File: config.mk
export PLATFORM = sky130hd
export DESIGN_NAME = cam2d_div
export DESIGN_NICKNAME = d
export VERILOG_FILES = /design/src/design/cam2d_pkg.sv /design/src/design/cam2d_div.sv
export SDC_FILE = /design/constraint.sdc
export NUM_CORES = 1
export LEC_CHECK = 0
export BUFFER_PORTS_ARGS = -buffer_cell sky130_fd_sc_hd__buf_2
export CORE_MARGIN = 4
export CORE_UTILIZATION = 59
export CTS_CLUSTER_DIAMETER = 60
export DETAILED_ROUTE_END_ITERATION = 7
export GPL_TIMING_DRIVEN = 0
export PLACE_DENSITY = 0.81
export SYNTH_ARGS = -nofsm -noshare
export SYNTH_HDL_FRONTEND = slang
export SYNTH_SLANG_ARGS = --single-unit
File: constraint.sdc
create_clock -name clk -period 3.5 [get_ports clk]
set_input_delay 0 -clock clk [delete_from_list [all_inputs] [get_ports clk]]
set_output_delay 0 -clock clk [all_outputs]
set_load 0.1 [all_outputs]
File: src/design/cam2d_pkg.sv
// Shared constants, types and the arctangent table for the 2D camera view transform.
package cam2d_pkg;

    localparam int FRAC_BITS = 16;
    localparam int ANG_FRAC  = 30;
    localparam int MAGW      = 36;
    localparam int SW        = 62;
    localparam int QBITS     = 40;
    localparam int QW        = QBITS + 1;
    localparam int DIV_PRE   = QBITS - 2 * FRAC_BITS;

    typedef logic signed [32:0] cord_t;
    typedef logic signed [26:0] ang_t;

    localparam cord_t CORDIC_GAIN = 33'sd652032874;
    localparam logic signed [33:0] DEG_TO_RAD = 34'sd18740330;
    localparam ang_t ANG_FULL    = 27'sd23592960;
    localparam ang_t ANG_HALF    = 27'sd11796480;
    localparam ang_t ANG_QUARTER = 27'sd5898240;

    typedef enum logic [2:0] {
        REG_TARGET_X = 3'd0,
        REG_TARGET_Y = 3'd1,
        REG_OFFSET_X = 3'd2,
        REG_OFFSET_Y = 3'd3,
        REG_UNIT_PIX = 3'd4,
        REG_ZOOM     = 3'd5,
        REG_ANGLE    = 3'd6
    } reg_idx_t;

    localparam logic [29:0] ATAN_TAB [32] = '{
        30'd843314857, 30'd497837829, 30'd263043837, 30'd133525159, 30'd67021687,
        30'd33543516, 30'd16775851, 30'd8388437, 30'd4194283, 30'd2097149,
        30'd1048576, 30'd524288, 30'd262144, 30'd131072, 30'd65536, 30'd32768,
        30'd16384, 30'd8192, 30'd4096, 30'd2048, 30'd1024, 30'd512, 30'd256,
        30'd128, 30'd64, 30'd32, 30'd16, 30'd8, 30'd4, 30'd2, 30'd1, 30'd0
    };

    function automatic cord_t atan_entry(input logic [4:0] idx);
        return $signed({3'b000, ATAN_TAB[idx]});
    endfunction

endpackage

File: src/design/cam2d_div.sv
// Serial restoring divider computing (mag << 32) / scale clamped to 2^40, one quotient bit per cycle.
module cam2d_div
    import cam2d_pkg::*;
(
    input  logic            clk,
    input  logic            rst_n,
    input  logic            start,
    input  logic [MAGW-1:0] mag,
    input  logic [SW-1:0]   scale,
    output logic            done,
    output logic [QW-1:0]   quot
);

    typedef enum logic {D_IDLE, D_RUN} dstate_t;

    dstate_t          state_reg;
    logic [5:0]       cnt_reg;
    logic [SW:0]      rem_reg;
    logic [QBITS-1:0] feed_reg;
    logic [QW-1:0]    q_reg;
    logic             done_reg;
    logic [SW:0]      trial;
    logic             fits;
    logic             big;

    // The quotient reaches the clamp exactly when mag is at least scale shifted by 8.
    assign big   = {{(SW + DIV_PRE - MAGW){1'b0}}, mag} >= {scale, {DIV_PRE{1'b0}}};
    assign trial = {rem_reg[SW-1:0], feed_reg[QBITS-1]};
    assign fits  = trial >= {1'b0, scale};

    always_ff @(posedge clk or negedge rst_n)
    begin
        if (!rst_n)
        begin
            state_reg <= D_IDLE;
            done_reg  <= 1'b0;
            cnt_reg   <= '0;
            rem_reg   <= '0;
            feed_reg  <= '0;
            q_reg     <= '0;
        end
        else
        begin
            done_reg <= 1'b0;
            case (state_reg)
                D_IDLE:
                begin
                    if (start)
                    begin
                        if (big)
                        begin
                            q_reg    <= QW'(1) << QBITS;
                            done_reg <= 1'b1;
                        end
                        else
                        begin
                            rem_reg   <= (SW + 1)'(mag >> DIV_PRE);
                            feed_reg  <= {mag[DIV_PRE-1:0], {(2 * FRAC_BITS){1'b0}}};
                            q_reg     <= '0;
                            cnt_reg   <= '0;
                            state_reg <= D_RUN;
                        end
                    end
                end
                D_RUN:
                begin
                    rem_reg  <= fits ? (trial - {1'b0, scale}) : trial;
                    q_reg    <= {q_reg[QW-2:0], fits};
                    feed_reg <= {feed_reg[QBITS-2:0], 1'b0};
                    if (cnt_reg == 6'(QBITS - 1))
                    begin
                        done_reg  <= 1'b1;
                        state_reg <= D_IDLE;
                    end
                    else
                    begin
                        cnt_reg <= cnt_reg + 1'b1;
                    end
                end
                default: state_reg <= D_IDLE;
            endcase
        end
    end

    assign done = done_reg;
    assign quot = q_reg;

endmodule

==> out/qor.yml <==
post_dp_cell_area_sq_um: 11200
mostFrequentLayoutCells: "194 x nand2_1, 152 x buf_2, 127 x o21ai_0"
pwr_density_cell_nw_per_um2: 668
area_growth_pct: 20.7
overflow: 0
rsz0062_at_grt: "true"
hp-class: "primary input to flip-flop"
fillers: 1300
ff_latch_area_sq_um: 2980
relSlewSlack: 0.341
synthCells: 1264
switchingPower_mw: 3.85
p_seq_frac: 0.244
cp.arrival_ns: 3.74
ys_types: 74
cellLeakagePower_nw: 6.06
multiInputGateArea_sq_um: 6550
required_ns: 3.79
worst_slew_pin_slew_ns: 0.985
cts_tree: "built"
drt-pass1-iter-count: 7
worstSkewPairLatency_ns: 0.44
track_usage: 0.319
ioPinCount: 143
layout-drive-gt1-share: 0.173
largest_reg_flops: 62
p_clk_frac: 0.216
max_freq_mhz: 290
cts-htree-levels: 4
switching_share: 0.470
syn_area_per_cell_sq_um: 8.04
wl_um: 31800
status: "finished clean"
preCtsSetupSlack_ns: -0.582
layout.nets: 1656
start_util: 0.608
seq_area_frac_synth: 0.293
crit_slowest_cell: "dlygate4sd3_1"
setup_viol: 0
final_area_sq_um: 12300
synth-edff-count: 0
antenna_found_initial: 0
cts_buffers: 17
cts.sinks: 119
fin_crit_sh: 0.986
p_comb_frac: 0.540
grt_pass1_vias: 10005
chipWidth_um: 139
place.gp.congestion: 0.958
netlist_area_sq_um: 10200
crit_path_frequent_cell: "buf_2"
fin_skew_ns: 0.0138
period_minus_slack_ns: 3.45
slowest_delay_ns: 0.55
crit_chain: "dlygate4sd3_1 > buf_2 > ha_1 > and4_1 > nor2b_1 > nand2_1 > a211o_1 > nand4_1 > a41oi_2 > nand2_1 > buf_2 > buf_2 > mux2i_1 > o21ai_0"
fin_ws_ns: 0.0484
power.internal_mw: 4.34
clockRootBuffer: "clkbuf_16"
synth-seq-cells: 119
finalMaxSlewViolations: 0
p_total_mw: 8.19
path_class: "primary input to flip-flop"
yosys_warnings: 0
rows: 47
drtIter0Drc: 961
via_per_inst: 6.14
die_y_um: 139
hold_ws_ns: 0.0181
async_flop_share: 1.00
wl_per_cell_um: 18.7
place_inst: 1626
dieArea_sq_um: 19400
hold_viol: 0
grt_start_max_net_pins: 100
dr_total_vias: 10417
grt_pass1_wl_um: 50800
ant_nets: 0
cts_buffer_depth: 2
crit_fanout: 10
clk_pin_slew_ns: 0.07
start_kind: "primary input"
layout_commonest_cell: "nand2_1"
fin_cells: 1697
drcViolationCount: 0
syn_nets: 1457
portBuffers: 141
max-vdd-ir-drop_mv: 0.494
cp-end-kind: "flip-flop"
dp_hpwl_um: 23000
core_area_sq_um: 16700
drv_cap: 0
synthFlopType: "dfrtp_1"
## stage by stage
stage | TNS [ns] | util
finish | 0 | 0.734
global route | -0.0365 | 0.734
CTS | 0 | 0.728
detailed placement | -10.96 | 0.669
global placement | -10.14 | 0.667
floorplan | 0 | -
## Yosys cell counts (all sizes together), types with 3 or more instances
library cell,count,share of area
o22ai,3,0.0018
and3,7,0.0048
a31oi,18,0.013
a41oi,3,0.0026
nand3,36,0.018
o221ai,5,0.0043
o21a,5,0.0037
xnor2,36,0.031
nor2,51,0.019
o21ai,147,0.073
nor2b,4,0.0025
a22oi,10,0.0074
nor3,19,0.0099
o21bai,14,0.010
and4,3,0.0026
o211ai,9,0.0071
xor2,23,0.020
nand4,27,0.017
clkbuf,50,0.019
o31a,3,0.0026
nand2b,7,0.0043
nand2,195,0.072
inv,93,0.034
buf,22,0.016
mux2i,50,0.049
ha,91,0.11
nor4,13,0.0095
a21o,40,0.030
a221oi,4,0.0041
a21oi,88,0.043
and2,5,0.0031
mux2,26,0.029
a211oi,10,0.0079
dfrtp,119,0.29
## layer usage
layer	vias up	wire length [um]	GRT usage	share of wire
met1	4932	13200	0.422	0.41
met5	-	0	0	0
met4	0	968	0.111	0.030
li1	4891	-	-	-
met2	505	15200	0.528	0.48
met3	89	2440	0.0593	0.077
## cell families after synthesis
family	Yosys count	synth area share
muxes	76	0.0781
AOI/OAI and AO/OA	374	0.223
buffers and inverters	165	0.0693
xor gates and xnor gates	59	0.0509
DFF	119	0.293
adders and majority gates	92	0.114
and+or+nand+nor	379	0.171
## path summary, 6_finish.rpt
kind                                                from                  endpoint  slack (ns)  cells past startpoint
worst min register to register  feed_reg[34]$_DFFE_PN0P_  feed_reg[35]$_DFFE_PN0P_        0.49                      2
worst max register to register  feed_reg[39]$_DFFE_PN0P_   rem_reg[58]$_DFFE_PN0P_        0.08                     14
max in group asynchronous                          rst_n   rem_reg[34]$_DFFE_PN0P_        2.04                      3
min in group asynchronous                          rst_n   rem_reg[10]$_DFFE_PN0P_        0.15                      3
worst min-delay path                             mag[10]    rem_reg[2]$_DFFE_PN0P_        0.02                      4
worst max-delay path                             mag[16]    rem_reg[7]$_DFFE_PN0P_        0.05                     14
## worst max-delay path, delay by kind of cell
kind	cells	cell delay [ns]
mux	1	0.28
fa+ha+maj	1	0.32
simple gates	5	0.97
buf+inv	4	1.40
compound gates	3	0.73
## timing repair
action,in CTS,in global routing
hold buffers,36,0
cloned,0,0
endpoints found under the setup margin,36,75
pin swaps,2,7
hold endpoints to repair,153,0
resized for setup,2,17
setup buffers,2,6
## power groups by stage
stage | Clock [mW] | Combinational (mW) | Sequential (mW)
CTS | 1.77 | 4.25 | 1.98
global placement | 0 | 4.06 | 1.99
floorplan | 0 | 3.09 | 1.96
global route | 1.83 | 4.86 | 2.03
detailed placement | 0 | 4.15 | 2.00
finish | 1.77 | 4.42 | 2.00
## area by class of cell
type	instances	area share
antenna	1	0.000204
buffer	66	0.0277
clock inverter	15	0.0143
sequential	119	0.243
timing repair buffer	186	0.0956
multi-input combinational	980	0.534
tap	220	0.0224
inverter	93	0.0285
clock buffer	17	0.0347
Note: power is estimated with default switching activity, not from simulation.
