$ cat src/design/cam2d_pkg.sv
// Shared constants, types and the arctangent table for the 2D camera view transform.
package cam2d_pkg;

    localparam int FRAC_BITS = 16;
    localparam int ANG_FRAC  = 30;
    localparam int MAGW      = 36;
    localparam int SW        = 62;
    localparam int QBITS     = 40;
    localparam int QW        = QBITS + 1;
    localparam int DIV_PRE   = QBITS - 2 * FRAC_BITS;

    typedef logic signed [32:0] cord_t;
    typedef logic signed [26:0] ang_t;

    localparam cord_t CORDIC_GAIN = 33'sd652032874;
    localparam logic signed [33:0] DEG_TO_RAD = 34'sd18740330;
    localparam ang_t ANG_FULL    = 27'sd23592960;
    localparam ang_t ANG_HALF    = 27'sd11796480;
    localparam ang_t ANG_QUARTER = 27'sd5898240;

    typedef enum logic [2:0] {
        REG_TARGET_X = 3'd0,
        REG_TARGET_Y = 3'd1,
        REG_OFFSET_X = 3'd2,
        REG_OFFSET_Y = 3'd3,
        REG_UNIT_PIX = 3'd4,
        REG_ZOOM     = 3'd5,
        REG_ANGLE    = 3'd6
    } reg_idx_t;

    localparam logic [29:0] ATAN_TAB [32] = '{
        30'd843314857, 30'd497837829, 30'd263043837, 30'd133525159, 30'd67021687,
        30'd33543516, 30'd16775851, 30'd8388437, 30'd4194283, 30'd2097149,
        30'd1048576, 30'd524288, 30'd262144, 30'd131072, 30'd65536, 30'd32768,
        30'd16384, 30'd8192, 30'd4096, 30'd2048, 30'd1024, 30'd512, 30'd256,
        30'd128, 30'd64, 30'd32, 30'd16, 30'd8, 30'd4, 30'd2, 30'd1, 30'd0
    };

    function automatic cord_t atan_entry(input logic [4:0] idx);
        return $signed({3'b000, ATAN_TAB[idx]});
    endfunction

endpackage

$ cat src/design/cam2d_cordic.sv
// Iterative rotation-mode CORDIC producing cosine and sine with 30 fraction bits.
module cam2d_cordic
    import cam2d_pkg::*;
#(
    parameter int STEPS = 20
)
(
    input  logic  clk,
    input  logic  rst_n,
    input  logic  start,
    input  cord_t z_init,
    output logic  done,
    output cord_t cos_out,
    output cord_t sin_out
);

    localparam int IW = (STEPS > 1) ? $clog2(STEPS) : 1;

    typedef enum logic {C_IDLE, C_RUN} cstate_t;

    cstate_t         state_reg;
    logic [IW-1:0]   iter_reg;
    cord_t           x_reg, y_reg, z_reg;
    cord_t           x_next, y_next, z_next, sx, sy, at;
    logic            done_reg;

    always_comb
    begin
        sx = x_reg >>> iter_reg;
        sy = y_reg >>> iter_reg;
        at = atan_entry(5'(iter_reg));
        if (!z_reg[32])
        begin
            x_next = x_reg - sy;
            y_next = y_reg + sx;
            z_next = z_reg - at;
        end
        else
        begin
            x_next = x_reg + sy;
            y_next = y_reg - sx;
            z_next = z_reg + at;
        end
    end

    always_ff @(posedge clk or negedge rst_n)
    begin
        if (!rst_n)
        begin
            state_reg <= C_IDLE;
            done_reg  <= 1'b0;
            iter_reg  <= '0;
            x_reg     <= '0;
            y_reg     <= '0;
            z_reg     <= '0;
        end
        else
        begin
            done_reg <= 1'b0;
            case (state_reg)
                C_IDLE:
                begin
                    if (start)
                    begin
                        x_reg     <= CORDIC_GAIN;
                        y_reg     <= '0;
                        z_reg     <= z_init;
                        iter_reg  <= '0;
                        state_reg <= C_RUN;
                    end
                end
                C_RUN:
                begin
                    x_reg <= x_next;
                    y_reg <= y_next;
                    z_reg <= z_next;
                    if (iter_reg == IW'(STEPS - 1))
                    begin
                        done_reg  <= 1'b1;
                        state_reg <= C_IDLE;
                    end
                    else
                    begin
                        iter_reg <= iter_reg + 1'b1;
                    end
                end
                default: state_reg <= C_IDLE;
            endcase
        end
    end

    assign done    = done_reg;
    assign cos_out = x_reg;
    assign sin_out = y_reg;

endmodule

$ cat config.mk
export PLATFORM = sky130hd
export DESIGN_NAME = cam2d_cordic
export DESIGN_NICKNAME = d
export VERILOG_FILES = /design/src/design/cam2d_pkg.sv /design/src/design/cam2d_cordic.sv
export SDC_FILE = /design/constraint.sdc
export NUM_CORES = 1
export LEC_CHECK = 0
export BUFFER_PORTS_ARGS = -buffer_cell sky130_fd_sc_hd__buf_2
export CELL_PAD_IN_SITES_DETAIL_PLACEMENT = 1
export CELL_PAD_IN_SITES_GLOBAL_PLACEMENT = 2
export CORE_ASPECT_RATIO = 0.75
export CORE_UTILIZATION = 35
export CTS_CLUSTER_SIZE = 30
export DETAILED_ROUTE_END_ITERATION = 7
export GPL_TIMING_DRIVEN = 0
export PLACE_DENSITY = 0.86
export REMOVE_ABC_BUFFERS = 1
export SYNTH_ARGS = -nofsm -noshare
export SYNTH_HDL_FRONTEND = slang
export SYNTH_SLANG_ARGS = --single-unit
$ cat constraint.sdc
create_clock -name clk -period 9.85 [get_ports clk]
set_input_delay 1.4775 -clock clk [delete_from_list [all_inputs] [get_ports clk]]
set_output_delay 1.4775 -clock clk [all_outputs]
set_load 0.01 [all_outputs]
==> flow_summary.json, run 1 <==
{
  "synth_edf_count": 0,
  "ctsHoldBuffers": 0,
  "rows": 68,
  "grtUsageMet1_pct": 40.1,
  "worst_pin_slew_ps": 1270,
  "antenna_left": 0,
  "instances_no_fill": 2611,
  "place.port_buffers": 102,
  "setup-violations-final": 0,
  "period_minus_slack_ps": 7790,
  "drc": 0,
  "wl_um": 64000,
  "routedWlPerCell_um": 24.5,
  "regArea_um2": 2680,
  "ys_types": 96,
  "antenna_found_initial": 1,
  "drv_cap": 0,
  "finClkSkew_ps": 15.6,
  "ys_seq_area_share_pct": 16.2,
  "num_io_pins": 103,
  "core_region_area_um2": 46100,
  "cts_tree": "done",
  "max_slew_margin_pct": 13.2,
  "vias_per_cell": 6.30,
  "multi_input_area_um2": 12900,
  "synth_largest_area_cell": "dfrtp_1",
  "setup.worst_path.start_class": "flip-flop",
  "synth_area_um2": 16400,
  "cts_buffers": 9,
  "finalMaxSlewViolations": 0,
  "clk_path_buf_depth": 2,
  "die_width_um": 252,
  "grt_pass1_vias": 16308,
  "synth_area_per_cell_um2": 8.27,
  "vias": 16461,
  "h-tree-depth": 3,
  "grt_max_degree": 101,
  "dr.pass1.iters": 5,
  "drt-initial-drc-count": 1422,
  "hpwlAfterDp_um": 48500,
  "synth_area_leaders": "dfrtp_1 16%, mux4_2 9.1%, ha_1 8.4%",
  "fillers": 5569,
  "grtUsageMet3_pct": 6.01,
  "yosys.area.top_type_share_pct": 16.2,
  "crit_arrival_ps": 8050,
  "rsz0062_at_grt": "false",
  "critical_path_class": "flip-flop to flip-flop",
  "startpoint": "iter_reg[0]",
  "track_usage_pct": 26.9,
  "fp.dieArea_um2": 47700,
  "dp_cells": 2593,
  "cp_max_fo": 43,
  "worst_skew_pair.late_latency_ps": 410,
  "status": "complete, no violations",
  "crit_required_ps": 10110,
  "min_period_over_period_pct": 79.1,
  "drive_gt1_share_pct": 14.1,
  "min_from": "sin_out[0]",
  "grt_pass1_wl_um": 99600,
  "grt-ovfl-total": 0,
  "final_hold_viol_count": 0,
  "endpoint_kind": "flip-flop",
  "synth_seq_cells": 106,
  "die_y_um": 189,
  "grt-busiest-layer": "met1",
  "yosysWarnings": 0,
  "hold_class": "flip-flop to flip-flop",
  "syn-instance-count": 1981,
  "globalplace.congestion": 1.04,
  "synth_flop_cell": "dfrtp_1",
  "clkTransAtPathRegs_ps": 80,
  "cts_setup_buffers": 0,
  "r2r_start": "iter_reg[0]",
  "synthArstFlopShare_pct": 100,
  "clock-sinks": 106,
  "cts_root_buf": "clkbuf_16",
  "layout.nets": 2124,
  "max_freq_ghz": 0.128,
  "area_growth_pct": 7.79,
  "grt_util_met2_pct": 38.6,
  "ctsResizeCount": 0,
  "start_util_pct": 35.5
}
==> final timing paths <==
check / slack (ps) / cells past startpoint / to
min in group asynchronous: 1010 / 1 / z_reg[25]
max reg2reg: 2060 / 21 / sin_out[32]
max in group asynchronous: 8150 / 2 / sin_out[23]
min reg2reg: 580 / 2 / sin_out[0]
min: 580 / 2 / sin_out[0]
max: 2060 / 21 / sin_out[32]
==> cell usage after synthesis, types with 7 or more instances <==
cell / number
a311oi_1: 10
nor2_1: 136
o22ai_1: 50
a21o_1: 41
xor2_1: 85
nand2b_1: 30
mux2_2: 29
and2_1: 22
or2_2: 13
or3_1: 9
nand2_1: 194
buf_2: 30
inv_1: 47
a21boi_0: 7
mux2i_1: 80
dfrtp_1: 106
o21ai_0: 126
xnor2_1: 78
mux4_2: 66
nor3b_1: 13
o211ai_1: 16
nor4_1: 8
a31oi_1: 28
o31ai_1: 7
clkbuf_1: 68
and3_1: 18
a221oi_1: 9
nand4_1: 7
nand3_1: 35
a211oi_1: 34
o21a_1: 27
nor2b_1: 29
a21oi_1: 175
ha_1: 110
o2111ai_1: 7
nor3_1: 44
o21bai_1: 11
buf_4: 8
mux4_1: 14
a22oi_1: 15
buf_1: 16
==> kinds of logic (layout without fill, tap and decap cells) <==
| family | after synthesis | in the layout | share of synthesized area [%] |
|---|---|---|---|
| AOI/OAI and AO/OA | 639 | 639 | 25.3 |
| and+or+nand+nor | 589 | 589 | 17.6 |
| muxes | 190 | 190 | 18.3 |
| adders and majority gates | 113 | 113 | 8.77 |
| DFF | 106 | 106 | 16.2 |
| other | 0 | 1 | 0 |
| buffers and inverters | 181 | 180 | 5.04 |
| xor gates and xnor gates | 163 | 163 | 8.72 |
==> through the flow <==
step | utilization (%) | hold slack, ps | instance area (um^2) | setup WS [ps] | TNS [ps]
final | 38.3 | 582 | 17700 | 2060 | 0
after global routing | 38.3 | 612 | 17600 | 1560 | 0
after CTS | 38.2 | 587 | 17600 | 1610 | 0
after detailed placement | 37.6 | 575 | 17300 | 1610 | 0
after global placement | 37.0 | 560 | 17000 | -2340 | -86170
after floorplan | - | 536 | 15700 | 419 | 0
==> worst max-delay path, cell delays in order (launching register included) <==
cell	delay, ps
dfrtp_4	860
clkinv_1	780
mux2i_1	1070
mux2i_1	230
a21oi_1	280
ha_1	210
nor4b_2	290
nand4b_1	270
nor2_1	370
nor2_1	90
xor2_1	190
ha_1	340
and2_1	200
a221o_1	370
or3_1	340
o21ai_0	310
nand4_1	190
nand2_1	100
o21ai_0	340
a311oi_1	520
or3_1	170
o311ai_1	80
==> layout by cell type, fill, tap and decap left out, types with 18 or more instances in the layout <==
master,synthesis,layout
nand3_1,35,35
dfrtp_1,106,99
and3_1,18,18
o21a_1,27,27
xor2_1,85,85
ha_1,110,110
a31oi_1,28,28
nand2_1,194,194
inv_1,47,46
buf_2,30,100
nor2_1,136,135
o21ai_0,126,126
a21oi_1,175,175
o22ai_1,50,50
nand2b_1,30,30
and2_1,22,22
nor2b_1,29,29
mux2i_1,80,80
xnor2_1,78,78
a211oi_1,34,34
mux2_2,29,29
nor3_1,44,43
a21o_1,41,41
mux4_2,66,66
==> area by class of cell <==
class / instances / area share, %
clock inverter: 4 / 0.298
multi-input combinational: 1694 / 73.1
tap: 630 / 4.47
inverter: 51 / 1.11
timing repair buffer: 113 / 4.45
antenna: 1 / 0.0142
clock buffer: 12 / 1.34
sequential: 106 / 15.2
==> metal layers <==
layer  wire, um  share of wire, %
met2      26700                42
met1      30900                48
met4       1130               1.8
met3       5280               8.2
met5          0                 0
Power of run 1 is left out: the tool's default activity adds up to more than one toggle a clock period on the data nets, which glitch-free logic cannot reach.
==> inputs of run 2 (changes only) <==
Clock period 9.85 ns to 7.7 ns, I/O delays scaled along.
==> run 2 against run 1 <==
  * Clock skew rose by 1.2 ps
  * Via count rose by 0.39%
  * Count of clock-buffer cells in the layout did not move
  * Core utilization rose by 0.19 points
  * Critical path depth rose by 3
  * Critical endpoint is now cos_out[31]
==> flow_summary.json, run 2 (synthesized netlist as in run 1, its figures left out) <==
{
  "status": "complete, no violations",
  "finClkSkew_ps": 16.9,
  "area_growth_pct": 8.33,
  "core_region_area_um2": 46100,
  "cpPeakStageDelay_ps": 690,
  "min_period_over_period_pct": 94.5,
  "cts_root_buf": "clkbuf_16",
  "ff2ff_setup_slack_ps": 430,
  "cp_max_fo": 51,
  "hold_class": "flip-flop to flip-flop",
  "finalMaxSlewViolations": 0,
  "die_y_um": 189,
  "layout.nets": 2132,
  "cpMaxStageDelayCell": "dfrtp_4",
  "worstPathCellList": "buf_12, buf_16, mux4_2, mux2i_1, nor2_1, a21oi_1, a21o_1, ha_1, inv_1, nor4b_2, and2_1, nor2_1, xnor2_1, ha_1, and3_1, and3_1, a311oi_1, nor2_1, a31oi_1, o211ai_1, a311oi_1, a21oi_1, xnor2_1, o21ai_0",
  "die_width_um": 252,
  "grt_pass1_wl_um": 99600,
  "dr.pass1.iters": 6,
  "drc": 0,
  "critical_path_class": "flip-flop to flip-flop",
  "clock-sinks": 106,
  "rows": 68,
  "grt_pass1_vias": 16305,
  "drt-initial-drc-count": 1492,
  "drive_gt1_share_pct": 14.7,
  "critPathTopFamily": "compound AO/OA/AOI/OAI gates",
  "rsz0062_at_grt": "false",
  "vias": 16525,
  "worst_pin_slew_ps": 1320,
  "layout_commonest_cell": "nand2_1",
  "wl_um": 64600,
  "r2r_cells": 24,
  "routedWlPerCell_um": 24.7,
  "track_usage_pct": 26.9,
  "endpoint_kind": "flip-flop",
  "setup.worst_path.start_class": "flip-flop",
  "worst_skew_pair.late_latency_ps": 410,
  "max_slew_margin_pct": 11.8,
  "fillers": 5571,
  "max_freq_ghz": 0.137,
  "antenna_left": 0,
  "clk_path_buf_depth": 2,
  "drv_cap": 0,
  "final_cell_mix": "194 x nand2_1, 175 x a21oi_1, 135 x nor2_1",
  "start_util_pct": 35.5,
  "crit_required_ps": 7960,
  "hpwlAfterDp_um": 48500,
  "grt-ovfl-total": 0,
  "num_io_pins": 103,
  "cts_tree": "done",
  "grt_max_degree": 101,
  "cts_buffers": 9,
  "place.port_buffers": 102,
  "h-tree-depth": 3,
  "final_hold_viol_count": 0,
  "fp.dieArea_um2": 47700,
  "period_minus_slack_ps": 7270,
  "setup-violations-final": 0,
  "crit_arrival_ps": 7530,
  "r2r-end": "cos_out[31]",
  "vias_per_cell": 6.31,
  "hold_depth": 2,
  "clkTransAtPathRegs_ps": 80,
  "path_buf_inv": 3,
  "r2r_start": "iter_reg[1]",
  "globalplace.congestion": 1.04,
  "antenna_found_initial": 1,
  "whs_endpoint": "sin_out[0]",
  "critical_path.most_common_cell": "nor2_1",
  "timing.setup.tns_ps": 0,
  "min_from": "sin_out[0]"
}
[run 2: changes by cell type in the layout (fill, tap and decap cells not counted), moves of 2 or more]
cell        before  now
buf_4            1    7
clkinv_1         2    0
clkinvlp_4       3    5
mux2i_1         80   78
mux2i_2          1    3
[run 2: area by class of cell]
type                       count  area (um^2)  share of cell area [%]
antenna                        1         2.50                  0.0141
sequential                   106         2680                    15.1
tap                          630          788                    4.44
timing repair inverter         1         5.00                  0.0282
inverter                      51          206                    1.16
clock inverter                 4         52.6                   0.296
multi-input combinational   1694        12900                    72.8
timing repair buffer         120          851                    4.80
clock buffer                  12          236                    1.33
[run 2: metrics by stage]
stage	std cells	util [%]	hold WS (ps)	area, um^2	setup WS (ps)
floorplan	1851	-	536	15700	-1730
global placement	2583	37.0	560	17000	-4490
detailed placement	2593	37.6	575	17300	-543
CTS	2609	38.2	587	17600	133
global route	2618	38.5	612	17700	20.1
finish	2619	38.5	583	17700	426
[run 2: worst min-delay path, stage by stage (launching register included)]
cell and delay, ps:
dfrtp_1 410, nand2_1 80, o22ai_1 60
[run 2: what timing repair did]
action                                  CTS  global route
setup buffers                             0             8
endpoints found under the setup margin   14            19
cloned                                    0             1
hold buffers                              0             0
hold endpoints to repair                  0             0
gates resized for setup                   3             3
[run 2: how the worst max path moves through the flow]
stage | from | endpoint | slack, ps | cells past startpoint
2_1_floorplan | iter_reg[1] | z_reg[26] | -1730 | 22
3_3_place_gp | iter_reg[1] | z_reg[26] | -4490 | 22
3_5_place_dp | iter_reg[3] | sin_out[32] | -540 | 21
4_1_cts | iter_reg[0] | sin_out[32] | 130 | 21
5_1_grt | iter_reg[1] | z_reg[26] | 20 | 23
6_report | iter_reg[1] | cos_out[31] | 430 | 24
[run 2: routing by layer]
layer  routed length, um  GRT usage [%]  vias to the layer above
met1               31000           40.1                     8302
met3                5360           6.02                       81
met2               27000           38.6                      671
met5                   0              0                        -
li1                    -              -                     7471
met4                1280           6.38                        0
Power of run 2 is left out for the same reason.
